<file path="src/hw/rtl/mini_block_bitunpack_decoder_macros.svh">
// assertion macros shared by the bit-unpacking decoder rtl
`ifndef MINI_BLOCK_BITUNPACK_DECODER_MACROS_SVH
`define MINI_BLOCK_BITUNPACK_DECODER_MACROS_SVH

// same-cycle implication, checked on every clock edge outside reset
`define MBU_ASSERT_IMP(lbl, ante, cons) \
	lbl: assert property (@(posedge clk) disable iff (!arst_n) (ante) |-> (cons)) \
		else $error("mbu assertion failed");

// next-cycle implication, checked on every clock edge outside reset
`define MBU_ASSERT_NXT(lbl, ante, cons) \
	lbl: assert property (@(posedge clk) disable iff (!arst_n) (ante) |=> (cons)) \
		else $error("mbu assertion failed");

`endif

</file>
<file path="src/hw/rtl/mbu_pkg.sv">
// types and constants of the bit-unpacking decoder
package mbu_pkg;

	localparam int unsigned WordBits = 32;
	localparam int unsigned CntW     = 7;
	localparam int unsigned WidthW   = 6;
	localparam int unsigned AvailW   = 4;

	// header codes: full block up to 32, short block up to 65, padding above
	localparam logic [7:0] HdrFullMax  = 8'd32;
	localparam logic [7:0] HdrShortMax = 8'd65;
	localparam logic [7:0] HdrShortBase = 8'd33;

	// decoder phase, one-hot
	typedef enum logic [4:0] {
		PH_HEADER  = 5'b00001,
		PH_COUNT   = 5'b00010,
		PH_SKIP    = 5'b00100,
		PH_PAYLOAD = 5'b01000,
		PH_ZEROS   = 5'b10000
	} phase_t;

endpackage

</file>
<file path="src/hw/rtl/mini_block_bitunpack_decoder.sv">
// top level of the mini-block bit-unpacking decoder
// Usage:
//  s_axis carries the packed stream, one byte per beat in tdata; tlast marks the
//  end of the stream, after which the decoder expects a header again and drops
//  any partly assembled value.
//  m_axis carries one unpacked value per beat: tdata is the 32-bit value, tlast
//  marks the last value of a block, tuser marks the last value caused by one
//  input byte.
//  An accepted byte lands in an item register; a single step unit works on it,
//  one step a cycle unless a value waits on a stalled m_axis, and a payload
//  value passes the item and output registers in turn; zero values follow the
//  step of their header or count byte. Throughput: one byte per cycle while
//  m_axis does not stall, when a byte yields at most one value and leaves no
//  bits for a following value; a payload byte takes one step per value it
//  completes plus one for its trailing partial bits; a zero-width block takes
//  one step for its header or count plus one per zero value.
//  Reset clears phase, block state and the valid flags of both registers; the
//  decoder then expects a header byte.
//  When m_axis stalls, the step unit holds its item and s_axis tready drops once
//  the item register cannot be freed; nothing is lost or repeated.
module mini_block_bitunpack_decoder
	import mbu_pkg::*;
#(
	parameter int unsigned BLOCK_SIZE = 64
) (
	input  logic        clk,
	input  logic        arst_n,
	input  logic        s_axis_tvalid,
	output logic        s_axis_tready,
	input  logic [7:0]  s_axis_tdata,   // [7:0] in_byte
	input  logic        s_axis_tlast,   // end_of_stream
	output logic        m_axis_tvalid,
	input  logic        m_axis_tready,
	output logic [31:0] m_axis_tdata,   // [31:0] value
	output logic        m_axis_tlast,   // block_end
	output logic        m_axis_tuser    // [0] item_last
);

	localparam logic [7:0]      BlkSizeB = 8'(BLOCK_SIZE);
	localparam logic [CntW-1:0] BlkSizeC = CntW'(BLOCK_SIZE);

	// block state
	phase_t              phase_q, phase_n;
	logic [WidthW-1:0]   width_q, width_n;
	logic [CntW-1:0]     left_q, left_n;
	logic [WordBits-1:0] partial_q, partial_n;
	logic [WidthW-1:0]   filled_q, filled_n;

	// item register
	logic              valid_s1;
	logic [7:0]        byte_s1;
	logic              eos_s1;
	logic [AvailW-1:0] avail_s1, avail_n;

	// output register
	logic                out_valid_q;
	logic [WordBits-1:0] out_value_q;
	logic                out_bend_q;
	logic                out_last_q;

	// step results
	logic                step_emit, step_end;
	logic [WordBits-1:0] res_value;
	logic                res_bend, res_last;
	logic                out_free, fire, accept;

	// payload step datapath
	logic [WidthW-1:0]   need;
	logic [AvailW-1:0]   take, shamt;
	logic [7:0]          chunk;
	logic [WordBits-1:0] merged;
	logic [WidthW-1:0]   filled_sum;
	logic [CntW-1:0]     cnt_sat;

	always_comb begin
		need       = width_q - filled_q;
		take       = (need < WidthW'(avail_s1)) ? AvailW'(need) : avail_s1;
		shamt      = avail_s1 - take;
		chunk      = (byte_s1 >> shamt) & 8'((9'd1 << take) - 9'd1);
		merged     = partial_q | (WordBits'(chunk) << filled_q);
		filled_sum = filled_q + WidthW'(take);
		cnt_sat    = (byte_s1 > BlkSizeB) ? BlkSizeC : byte_s1[CntW-1:0];
	end

	// one step of the decoder on the held byte
	always_comb begin
		phase_n   = phase_q;
		width_n   = width_q;
		left_n    = left_q;
		partial_n = partial_q;
		filled_n  = filled_q;
		avail_n   = avail_s1;
		step_emit = 1'b0;
		step_end  = 1'b1;
		res_value = '0;
		res_bend  = 1'b0;
		res_last  = 1'b0;
		unique case (phase_q)
			PH_HEADER: begin
				if (byte_s1 <= HdrFullMax) begin
					width_n   = byte_s1[WidthW-1:0];
					left_n    = BlkSizeC;
					partial_n = '0;
					filled_n  = '0;
					if (byte_s1 == 8'd0) begin
						phase_n  = PH_ZEROS;
						step_end = 1'b0;
					end else begin
						phase_n = PH_PAYLOAD;
					end
				end else if (byte_s1 <= HdrShortMax) begin
					width_n = WidthW'(byte_s1 - HdrShortBase);
					phase_n = PH_COUNT;
				end else begin
					phase_n = PH_SKIP;
				end
			end
			PH_COUNT: begin
				partial_n = '0;
				filled_n  = '0;
				left_n    = cnt_sat;
				if (cnt_sat == '0) begin
					phase_n = PH_HEADER;
				end else if (width_q == '0) begin
					phase_n  = PH_ZEROS;
					step_end = 1'b0;
				end else begin
					phase_n = PH_PAYLOAD;
				end
			end
			PH_SKIP: begin
				phase_n = PH_HEADER;
			end
			PH_ZEROS: begin
				step_emit = 1'b1;
				left_n    = left_q - CntW'(1);
				res_bend  = (left_n == '0);
				res_last  = res_bend;
				step_end  = res_bend;
				if (res_bend) begin
					phase_n = PH_HEADER;
				end
			end
			PH_PAYLOAD: begin
				if (width_q == '0 || width_q > WidthW'(WordBits)) begin
					phase_n   = PH_HEADER;
					left_n    = '0;
					partial_n = '0;
					filled_n  = '0;
				end else begin
					avail_n = avail_s1 - take;
					if (filled_sum == width_q) begin
						step_emit = 1'b1;
						res_value = merged;
						left_n    = left_q - CntW'(1);
						partial_n = '0;
						filled_n  = '0;
						res_bend  = (left_n == '0);
						step_end  = (avail_n == '0) || (left_n == '0);
						res_last  = step_end || (WidthW'(avail_n) < width_q);
					end else begin
						partial_n = merged;
						filled_n  = filled_sum;
						step_end  = 1'b1;
					end
					if (left_n == '0) begin
						phase_n   = PH_HEADER;
						partial_n = '0;
						filled_n  = '0;
					end
				end
			end
			default: begin
				phase_n   = PH_HEADER;
				left_n    = '0;
				partial_n = '0;
				filled_n  = '0;
			end
		endcase
		// end of stream clears the block after the byte is done
		if (step_end && eos_s1) begin
			phase_n   = PH_HEADER;
			left_n    = '0;
			partial_n = '0;
			filled_n  = '0;
		end
	end

	// handshake
	assign out_free      = !out_valid_q || m_axis_tready;
	assign fire          = valid_s1 && (!step_emit || out_free);
	assign s_axis_tready = !valid_s1 || (fire && step_end);
	assign accept        = s_axis_tvalid && s_axis_tready;

	// block state registers
	always_ff @(posedge clk or negedge arst_n) begin
		if (!arst_n) begin
			phase_q   <= PH_HEADER;
			width_q   <= '0;
			left_q    <= '0;
			partial_q <= '0;
			filled_q  <= '0;
		end else if (fire) begin
			phase_q   <= phase_n;
			width_q   <= width_n;
			left_q    <= left_n;
			partial_q <= partial_n;
			filled_q  <= filled_n;
		end
	end

	// item register
	always_ff @(posedge clk or negedge arst_n) begin
		if (!arst_n) begin
			valid_s1 <= 1'b0;
			avail_s1 <= '0;
		end else if (accept) begin
			valid_s1 <= 1'b1;
			avail_s1 <= AvailW'(8);
		end else if (fire && step_end) begin
			valid_s1 <= 1'b0;
		end else if (fire) begin
			avail_s1 <= avail_n;
		end
	end

	always_ff @(posedge clk) begin
		if (accept) begin
			byte_s1 <= s_axis_tdata;
			eos_s1  <= s_axis_tlast;
		end
	end

	// output register
	always_ff @(posedge clk or negedge arst_n) begin
		if (!arst_n) begin
			out_valid_q <= 1'b0;
		end else if (out_free) begin
			out_valid_q <= fire && step_emit;
		end
	end

	always_ff @(posedge clk) begin
		if (fire && step_emit) begin
			out_value_q <= res_value;
			out_bend_q  <= res_bend;
			out_last_q  <= res_last;
		end
	end

	assign m_axis_tvalid = out_valid_q;
	assign m_axis_tdata  = out_value_q;
	assign m_axis_tlast  = out_bend_q;
	assign m_axis_tuser  = out_last_q;

`include "mini_block_bitunpack_decoder_macros.svh"

	// a zero run always has values left to send
	`MBU_ASSERT_IMP(a_zeros_left, phase_q == PH_ZEROS, left_q != '0)
	// payload only runs with a width of 1..32
	`MBU_ASSERT_IMP(a_payload_width, phase_q == PH_PAYLOAD, width_q != '0 && width_q <= WidthW'(WordBits))
	// the value under assembly is never full
	`MBU_ASSERT_IMP(a_filled_below, phase_q == PH_PAYLOAD, filled_q < width_q)
	// remaining count never exceeds the block size
	`MBU_ASSERT_IMP(a_left_bound, 1'b1, left_q <= BlkSizeC)
	// a held beat stays while the receiver stalls and a step waits on it
	`MBU_ASSERT_NXT(a_emit_waits, valid_s1 && step_emit && !out_free, valid_s1 && out_valid_q)

endmodule

</file>
<file path="config.mk">
export PLATFORM = sky130hd
export DESIGN_NAME = mini_block_bitunpack_decoder
export DESIGN_NICKNAME = d
export VERILOG_FILES = /design/src/hw/rtl/mbu_pkg.sv /design/src/hw/rtl/mini_block_bitunpack_decoder.sv
export VERILOG_INCLUDE_DIRS = /design/src /design/src/hw/rtl
export SDC_FILE = /design/constraint.sdc
export NUM_CORES = 1
export LEC_CHECK = 0
export CAP_MARGIN = 10
export CORE_MARGIN = 2
export CORE_UTILIZATION = 65
export CTS_BUF_LIST = sky130_fd_sc_hd__clkbuf_2 sky130_fd_sc_hd__clkbuf_4 sky130_fd_sc_hd__clkbuf_8
export CTS_CLUSTER_DIAMETER = 100
export CTS_CLUSTER_SIZE = 16
export DETAILED_ROUTE_END_ITERATION = 12
export DONT_BUFFER_PORTS = 1
export HOLD_SLACK_MARGIN = 0.12
export MAX_ROUTING_LAYER = met4
export PLACE_DENSITY = 0.87
export SLEW_MARGIN = 40
export SYNTH_ARGS = -nofsm -noshare
export SYNTH_HDL_FRONTEND = slang
export SYNTH_SLANG_ARGS = --single-unit
</file>
<file path="constraint.sdc">
create_clock -name clk -period 10.3 [get_ports clk]
set_input_delay 0 -clock clk [delete_from_list [all_inputs] [get_ports clk]]
set_output_delay 0 -clock clk [all_outputs]
set_load 0.02 [all_outputs]
</file>
---- Yosys cells after proc, flatten, opt, wreduce, memory -nomap -nowiden ----
Index checks and enable logic that the tools add are counted.
storage, ports and cells
  bits in registers ....................... 105
  bits of input ports ..................... 13
  output and inout bits ................... 36
  logic and storage cells ................. 132
cells by class
  add/sub/neg operators ................... 6
  magnitude comparators ................... 6
  equality and inequality tests ........... 13
  shifts and indexed selects .............. 3
  muxes and demuxes ....................... 56
  bitwise operators ....................... 4
  reduce and logical (&&, ||, !) cells .... 31
operators by type and width
  operator             count
  $mux 32              5
  $pmux 32 s3          1
  $mux 7               7
  $mux 6               7
  $mux 5               8
  $pmux 7 s5           1
  $or 32x32->32        1
  $shl 8x6->32         1
  $mux 4               6
  $logic_not 7->1      3
  $pmux 5 s4           1
  $pmux 6 s3           1
  $mux 1               14
  $reduce_and 3->1     4
  $and 8x8->8          1
  $gt 8x7->1 const B   1
  $le 8x6->1 const B   1
  $le 8x7->1 const B   1
  $logic_not 8->1      1
  $reduce_bool 2->1    4
  $shl 1x4->8 const A  1
  $shr 8x4->8          1
  $sub 8x1->8 const B  1
  $sub 7x1->7 const B  1
  other kinds (29)     46

---- Depth between registers and ports, before layout ----
  depth in word-level cells ............... 16
  mapped depth ............................ 34
  depth with buffers taken out ............ 27

---- Worst setup path before layout ----
Ideal clock, no wire load.
  path kind ............................... register -> register
  start ................................... reg filled_q[2]
  end ..................................... reg out_value_q[0] (netlist: m_axis_tdata[0]) (enable)
  library setup time ...................... 0.425 ns
  data arrival time ....................... 7.123 ns
  data required time ...................... 9.875 ns
  setup slack ............................. 2.752 ns
  cell stages (with the launch flop) ...... 30
  path buffers ............................ 6
  clock period less this slack ............ 7.548 ns
  cell sequence ........................... dfrtp_1 > clkbuf_1 > clkinv_1 > ha_1 > nor2_1 > a21o_1 > buf_2 > xnor2_1 > inv_1 > ha_1 > or3_1 > o22ai_1 > o21ai_0 > or3_1 > buf_6 > buf_2 > nand2_1 > o21ai_0 > ha_1 > fa_1 > xnor2_1 > xnor2_1 > nor4_1 > o211ai_1 > clkbuf_1 > nor2_1 > nor2_1 > buf_2 > o21ai_0 > nor2_1
on the way
  longest elaborated chain between the ends .. 12
RTL lines
  item                    line                                 text
  start, declared         mini_block_bitunpack_decoder.sv:47   logic [WidthW-1:0] filled_q, filled_n;
  start signal, assigned  mini_block_bitunpack_decoder.sv:208  filled_q <= filled_n;
  $sub 6x6->6             mini_block_bitunpack_decoder.sv:76   need = width_q - filled_q;
  $lt 6x4->1              mini_block_bitunpack_decoder.sv:77   take = (need < WidthW'(avail_s1)) ? AvailW'(need) : avail_s1;
  $mux 4                  mini_block_bitunpack_decoder.sv:77
  $add 6x4->6 (*)         mini_block_bitunpack_decoder.sv:81   filled_sum = filled_q + WidthW'(take);
  $eq 6x6->1 (*)          mini_block_bitunpack_decoder.sv:152  if (filled_sum == width_q) begin
  $mux 1 (*)              mini_block_bitunpack_decoder.sv:152
  $mux 1 (*)              mini_block_bitunpack_decoder.sv:145  if (width_q == '0 || width_q > WidthW'(WordBits)) begin
  $pmux 1 s2 (*)          mini_block_bitunpack_decoder.sv:98   unique case (phase_q)
  $logic_not 1->1         mini_block_bitunpack_decoder.sv:191  assign fire = valid_s1 && (!step_emit || out_free);
  $logic_or 1x1->1        mini_block_bitunpack_decoder.sv:191
  $logic_and 1x1->1       mini_block_bitunpack_decoder.sv:191
  $logic_and 1x1->1 (*)   mini_block_bitunpack_decoder.sv:244  if (fire && step_emit) begin
  end signal, assigned    mini_block_bitunpack_decoder.sv:245  out_value_q <= res_value;
  end, declared           mini_block_bitunpack_decoder.sv:57   logic [WordBits-1:0] out_value_q;
Every way passes the cells marked *; elsewhere a longest branch is shown, timed or not.
A chain may end at the register's enable or synchronous reset.

---- Worst setup path after layout ----
  start ................................... reg filled_q[2]
  end ..................................... reg partial_q[30]
on the way
  longest elaborated chain between the ends .. 13
  elaborated cells on any way between the ends .. 36
  those cells by class .................... add/sub (4); order compare (1); eq/ne (3); shift (3); mux (15); bitwise (2); reduce/logical (8)
RTL lines
  item                                               line                                                                      text
  $sub 6x6->6                                        mini_block_bitunpack_decoder.sv:76
  $lt 6x4->1                                         mini_block_bitunpack_decoder.sv:77
  $mux 4                                             mini_block_bitunpack_decoder.sv:77
  $sub 4x4->4 (tied with other cells)                mini_block_bitunpack_decoder.sv:78, mini_block_bitunpack_decoder.sv:151
  $shr 8x4->8 (tied with other cells)                mini_block_bitunpack_decoder.sv:79                                        chunk = (byte_s1 >> shamt) & 8'((9'd1 << take) - 9'd1);
  $and 8x8->8 / $mux 7 (equally long branches)       mini_block_bitunpack_decoder.sv:79, mini_block_bitunpack_decoder.sv:152
  $shl 8x6->32 / $mux 7 (equally long branches)      mini_block_bitunpack_decoder.sv:80, mini_block_bitunpack_decoder.sv:145
  $or 32x32->32 / $mux 7 (equally long branches)     mini_block_bitunpack_decoder.sv:80, mini_block_bitunpack_decoder.sv:98
  $mux 32 / $logic_not 7->1 (equally long branches)  mini_block_bitunpack_decoder.sv:152, mini_block_bitunpack_decoder.sv:166
  $mux 32                                            mini_block_bitunpack_decoder.sv:166                                       if (left_n == '0) begin
  $mux 32                                            mini_block_bitunpack_decoder.sv:145
  $pmux 32 s3                                        mini_block_bitunpack_decoder.sv:98
  $mux 32                                            mini_block_bitunpack_decoder.sv:181                                       if (step_end && eos_s1) begin
  end signal, assigned                               mini_block_bitunpack_decoder.sv:207                                       partial_q <= partial_n;
  end, declared                                      mini_block_bitunpack_decoder.sv:46                                        logic [WordBits-1:0] partial_q, partial_n;
Several ways; a longest one is shown, not always the timed one. The select of a mux whose other input is x is not followed.

==> results.rst <==
.. list-table::
   :header-rows: 1

   * - Metric
     - Value
   * - Max Clk Rate
     - 0.115 GHz
   * - Worst reg2reg endpoint
     - partial_q[30]
   * - Syn Std Cell Area
     - 0.00726 mm²
   * - Critical path type
     - flip-flop to flip-flop
   * - CTS H-Tree Depth
     - 3
   * - ANT cells
     - 0
   * - Routability congestion estimate
     - 1.01
   * - Cell Pwr Density
     - 269 mW/mm²
   * - Routed wire per std cell
     - 21.2 µm
   * - Max Fanout on Critical Path
     - 20
   * - Die Height
     - 110 µm
   * - Finished Layout Cells
     - 957
   * - Boundary pin count
     - 49
   * - Static leakage
     - 3.02 nW
   * - Share of the clock period used by the worst path after layout
     - 84.8%
   * - Final worst path period need
     - 8.73 ns
   * - Final routed wirelength across all metal layers
     - 20.3 mm
   * - Gates resized, CTS repair
     - 0
   * - Worst-Margin Slew
     - 0.855 ns
   * - Worst slew margin relative to its limit
     - 42.5%
   * - Post-synthesis sequential area ratio
     - 39.2%
   * - Element type at the critical path end
     - flip-flop
   * - Antenna-violating nets left
     - 0
   * - DP Wirelength
     - 14.8 mm
   * - Number of cells produced by synthesis
     - 826
   * - # setup viols final
     - 0
   * - Worst setup SP type
     - flip-flop
   * - First-pass GRT wire length
     - 32.2 mm
   * - Placeable core region
     - 0.0109 mm²
   * - Global routing usage summed across all routing layers
     - 36.3%
   * - Number of filler cells placed in the layout
     - 825
   * - DRC violation count after routing
     - 0
   * - Worst setup slack before clock tree synthesis
     - 1.77 ns
   * - Most frequently used flop master after synthesis
     - sky130_fd_sc_hd__dfrtp_1
   * - Layout cell share with drive strength beyond 1
     - 7.71%
   * - Final hold violations
     - 0
   * - Number of synthesized flops with an enable pin
     - 43
   * - Share of async-settable or async-resettable flops after synthesis
     - 59.0%
   * - Outcome
     - finished, final reports clean
   * - Clk pin slew, worst setup/hold paths
     - 0.12 ns
   * - R2r setup slk
     - 1.57 ns
   * - Maximum number of pins on one net before global-route repair
     - 55
   * - Worst R2R Path Depth
     - 27
   * - MaxCap Viol Count
     - 0
   * - Final Max Slew Viols
     - 0
   * - VDD IR-drop max
     - 211 µV
   * - Last element of the critical path
     - partial_q[30]
   * - Hold bufs inserted after CTS
     - 15
   * - Smallest setup slack after layout
     - 1.57 ns
   * - Area Growth Syn to Fin
     - 6.16%
   * - Min-Delay Path Class
     - input port to flip-flop
   * - Final layout net count
     - 850
   * - RSZ-0062 raised after global routing
     - no
   * - Data required time of the critical path
     - 10.63 ns
   * - Number of warnings printed during yosys synthesis
     - 0
   * - Mean Syn Cell Area
     - 8.79 µm²
   * - Count of routing violations after the opening detailed-route iteration
     - 767
   * - Placed Instances
     - 925
   * - First drt pass iteration count
     - 6
   * - CTS root buffer
     - sky130_fd_sc_hd__clkbuf_8
   * - Clk sinks
     - 105
   * - Unique cell type count in the Yosys netlist
     - 86
   * - Placement row count
     - 38
   * - Total congestion overflow
     - 0
   * - TritonCTS clock tree
     - built
   * - Post-CTS setup buffers
     - 0
   * - Number of buffers added on ports
     - 0
   * - Worst clock skew
     - 0.0210 ns
   * - Clk_lat worst skew
     - 0.41 ns
   * - Routed via count divided by cell count
     - 6.86
   * - Worst R2R Start
     - filled_q[2]
   * - Overall die width
     - 110 µm
   * - CTS buffer count
     - 9
   * - WP data arrival
     - 9.05 ns
   * - Number of buffers on the longest clock path
     - 2
   * - Die area
     - 0.0120 mm²
   * - Sum of negative setup slack
     - 0 ns
   * - Startpoint of the most critical setup path
     - filled_q[2]
   * - Post-synth net total
     - 864
   * - Post-synthesis sequential element count
     - 105
   * - Vias in the first global route
     - 6163
   * - Antenna violations before repair
     - 0
   * - Effective utilization at floorplan
     - 66.7%
   * - DR vias
     - 6565
==> metrics by stage <==
| stage | hold slack, ns | utilization (%) | total power, mW | instance area [µm²] |
|---|---|---|---|---|
| floorplan | -0.296 | - | 1.45 | 7260 |
| global placement | -0.294 | 67.0 | 1.72 | 7290 |
| detailed placement | -0.294 | 67.2 | 1.75 | 7310 |
| CTS | 0.207 | 70.7 | 2.04 | 7700 |
| global route | 0.214 | 70.8 | 2.20 | 7700 |
| finish | 0.224 | 70.8 | 2.07 | 7700 |
==> metal layers <==
layer  GRT usage (%)  up-vias  share of wire (%)
li1                -     2998                  -
met1            46.3     3137                 41
met2            56.6      367                 48
met3            7.47       63                7.1
met4            14.8        0                3.7
met5               -        -                  0
==> power breakdown <==
group | internal [mW] | switching (mW)
combinational | 0.444 | 0.824
sequential | 0.466 | 0.0539
clock | 0.120 | 0.165
==> layout make-up <==
cell class	instances	area, µm²	area share, %
Clock inverter	7	95.1	1.23
Timing Repair Buffer	24	240	3.12
Clock buffer	9	124	1.61
Sequential cell	105	2840	36.9
Multi-Input combinational cell	632	4080	52.9
Inverter	40	150	1.95
Tap cell	140	175	2.27
==> critical path: stages (launching register included) <==
cell	delay [ns]
sky130_fd_sc_hd__dfrtp_1	0.78
sky130_fd_sc_hd__clkinv_1	0.43
sky130_fd_sc_hd__ha_1	0.47
sky130_fd_sc_hd__nor2_1	0.07
sky130_fd_sc_hd__a21o_1	0.26
sky130_fd_sc_hd__xnor2_1	0.33
sky130_fd_sc_hd__inv_1	0.19
sky130_fd_sc_hd__ha_1	0.23
sky130_fd_sc_hd__or3_1	0.37
sky130_fd_sc_hd__o22ai_1	0.19
sky130_fd_sc_hd__o21ai_0	0.18
sky130_fd_sc_hd__or3_1	0.67
sky130_fd_sc_hd__o21ai_0	0.50
sky130_fd_sc_hd__ha_1	0.27
sky130_fd_sc_hd__fa_1	0.45
sky130_fd_sc_hd__xnor2_1	0.17
sky130_fd_sc_hd__nand2_1	0.08
sky130_fd_sc_hd__nor4_1	0.25
sky130_fd_sc_hd__o211ai_1	0.26
sky130_fd_sc_hd__clkbuf_2	0.23
sky130_fd_sc_hd__o21bai_1	0.23
sky130_fd_sc_hd__and4bb_2	0.31
sky130_fd_sc_hd__a31oi_2	0.18
sky130_fd_sc_hd__o21ai_0	0.28
sky130_fd_sc_hd__buf_4	0.25
sky130_fd_sc_hd__nand2b_1	0.65
sky130_fd_sc_hd__nand2_1	0.15
sky130_fd_sc_hd__a21oi_1	0.19
==> state kept, by name, summed over array words and instances (netlist names), 4 cells and up <==
| register | count |
|---|---|
| avail_s1 | 4 |
| byte_s1 | 8 |
| filled_q | 6 |
| left_q | 7 |
| m_axis_tdata | 32 |
| partial_q | 32 |
| phase_q | 5 |
| width_q | 6 |
==> Yosys cell counts (all sizes together) (15+ instances only) <==
library cell   n  area [µm²]
o21ai         59         299
nand2         88         330
nand2b        15        93.8
dfrtp         61        1530
edfxtp        43        1290
a21oi         59         295
inv           37         139
o21a          19         143
nand3         24         120
xnor2         16         148
nor2          91         342
mux2i         25         254
ha            23         288
buf           15        75.1
clkbuf        34         128
nor3          30         166
==> cells in the final DEF (no fill, tap or decap), types with 6 or more instances in the layout <==
| master | n |
|---|---|
| sky130_fd_sc_hd__or2_2 | 6 |
| sky130_fd_sc_hd__nor2_1 | 90 |
| sky130_fd_sc_hd__nor4_1 | 8 |
| sky130_fd_sc_hd__o21a_1 | 19 |
| sky130_fd_sc_hd__nor3_1 | 28 |
| sky130_fd_sc_hd__dlygate4sd3_1 | 14 |
| sky130_fd_sc_hd__buf_4 | 7 |
| sky130_fd_sc_hd__ha_1 | 23 |
| sky130_fd_sc_hd__mux2i_1 | 24 |
| sky130_fd_sc_hd__nand2b_1 | 15 |
| sky130_fd_sc_hd__nand2_1 | 88 |
| sky130_fd_sc_hd__o211ai_1 | 7 |
| sky130_fd_sc_hd__o22ai_1 | 8 |
| sky130_fd_sc_hd__o21ai_0 | 55 |
| sky130_fd_sc_hd__o31ai_1 | 12 |
| sky130_fd_sc_hd__a22o_1 | 8 |
| sky130_fd_sc_hd__a31oi_1 | 8 |
| sky130_fd_sc_hd__edfxtp_1 | 43 |
| sky130_fd_sc_hd__or3_1 | 10 |
| sky130_fd_sc_hd__inv_1 | 36 |
| sky130_fd_sc_hd__dfrtp_1 | 61 |
| sky130_fd_sc_hd__a211oi_1 | 9 |
| sky130_fd_sc_hd__xor2_1 | 6 |
| sky130_fd_sc_hd__clkbuf_8 | 9 |
| sky130_fd_sc_hd__nand3_1 | 24 |
| sky130_fd_sc_hd__a21oi_1 | 59 |
| sky130_fd_sc_hd__and2_1 | 6 |
| sky130_fd_sc_hd__xnor2_1 | 15 |
==> worst min path at each step <==
stage                     cells after the start            to  slack, ns             from
final                                         1        eos_s1       0.22     s_axis_tlast
after global routing                          1    byte_s1[1]       0.21  s_axis_tdata[1]
after floorplan                               0   avail_s1[0]      -0.30           arst_n
after CTS                                     1    byte_s1[5]       0.21  s_axis_tdata[5]
after detailed placement                      0  partial_q[7]      -0.29           arst_n
after global placement                        0  partial_q[7]      -0.29           arst_n
==> cells by family (layout without fill, tap and decap cells) <==
group | after synthesis | in the layout | share of synthesized area, %
buf+inv | 89 | 80 | 4.86
mux | 30 | 30 | 4.33
flops | 105 | 105 | 39.2
simple gates | 303 | 303 | 19.5
compound gates | 249 | 249 | 24.0
fa+ha+maj | 25 | 25 | 4.52
xor+xnor | 25 | 25 | 3.60
No activity file was read; power rests on OpenSTA's default activity.
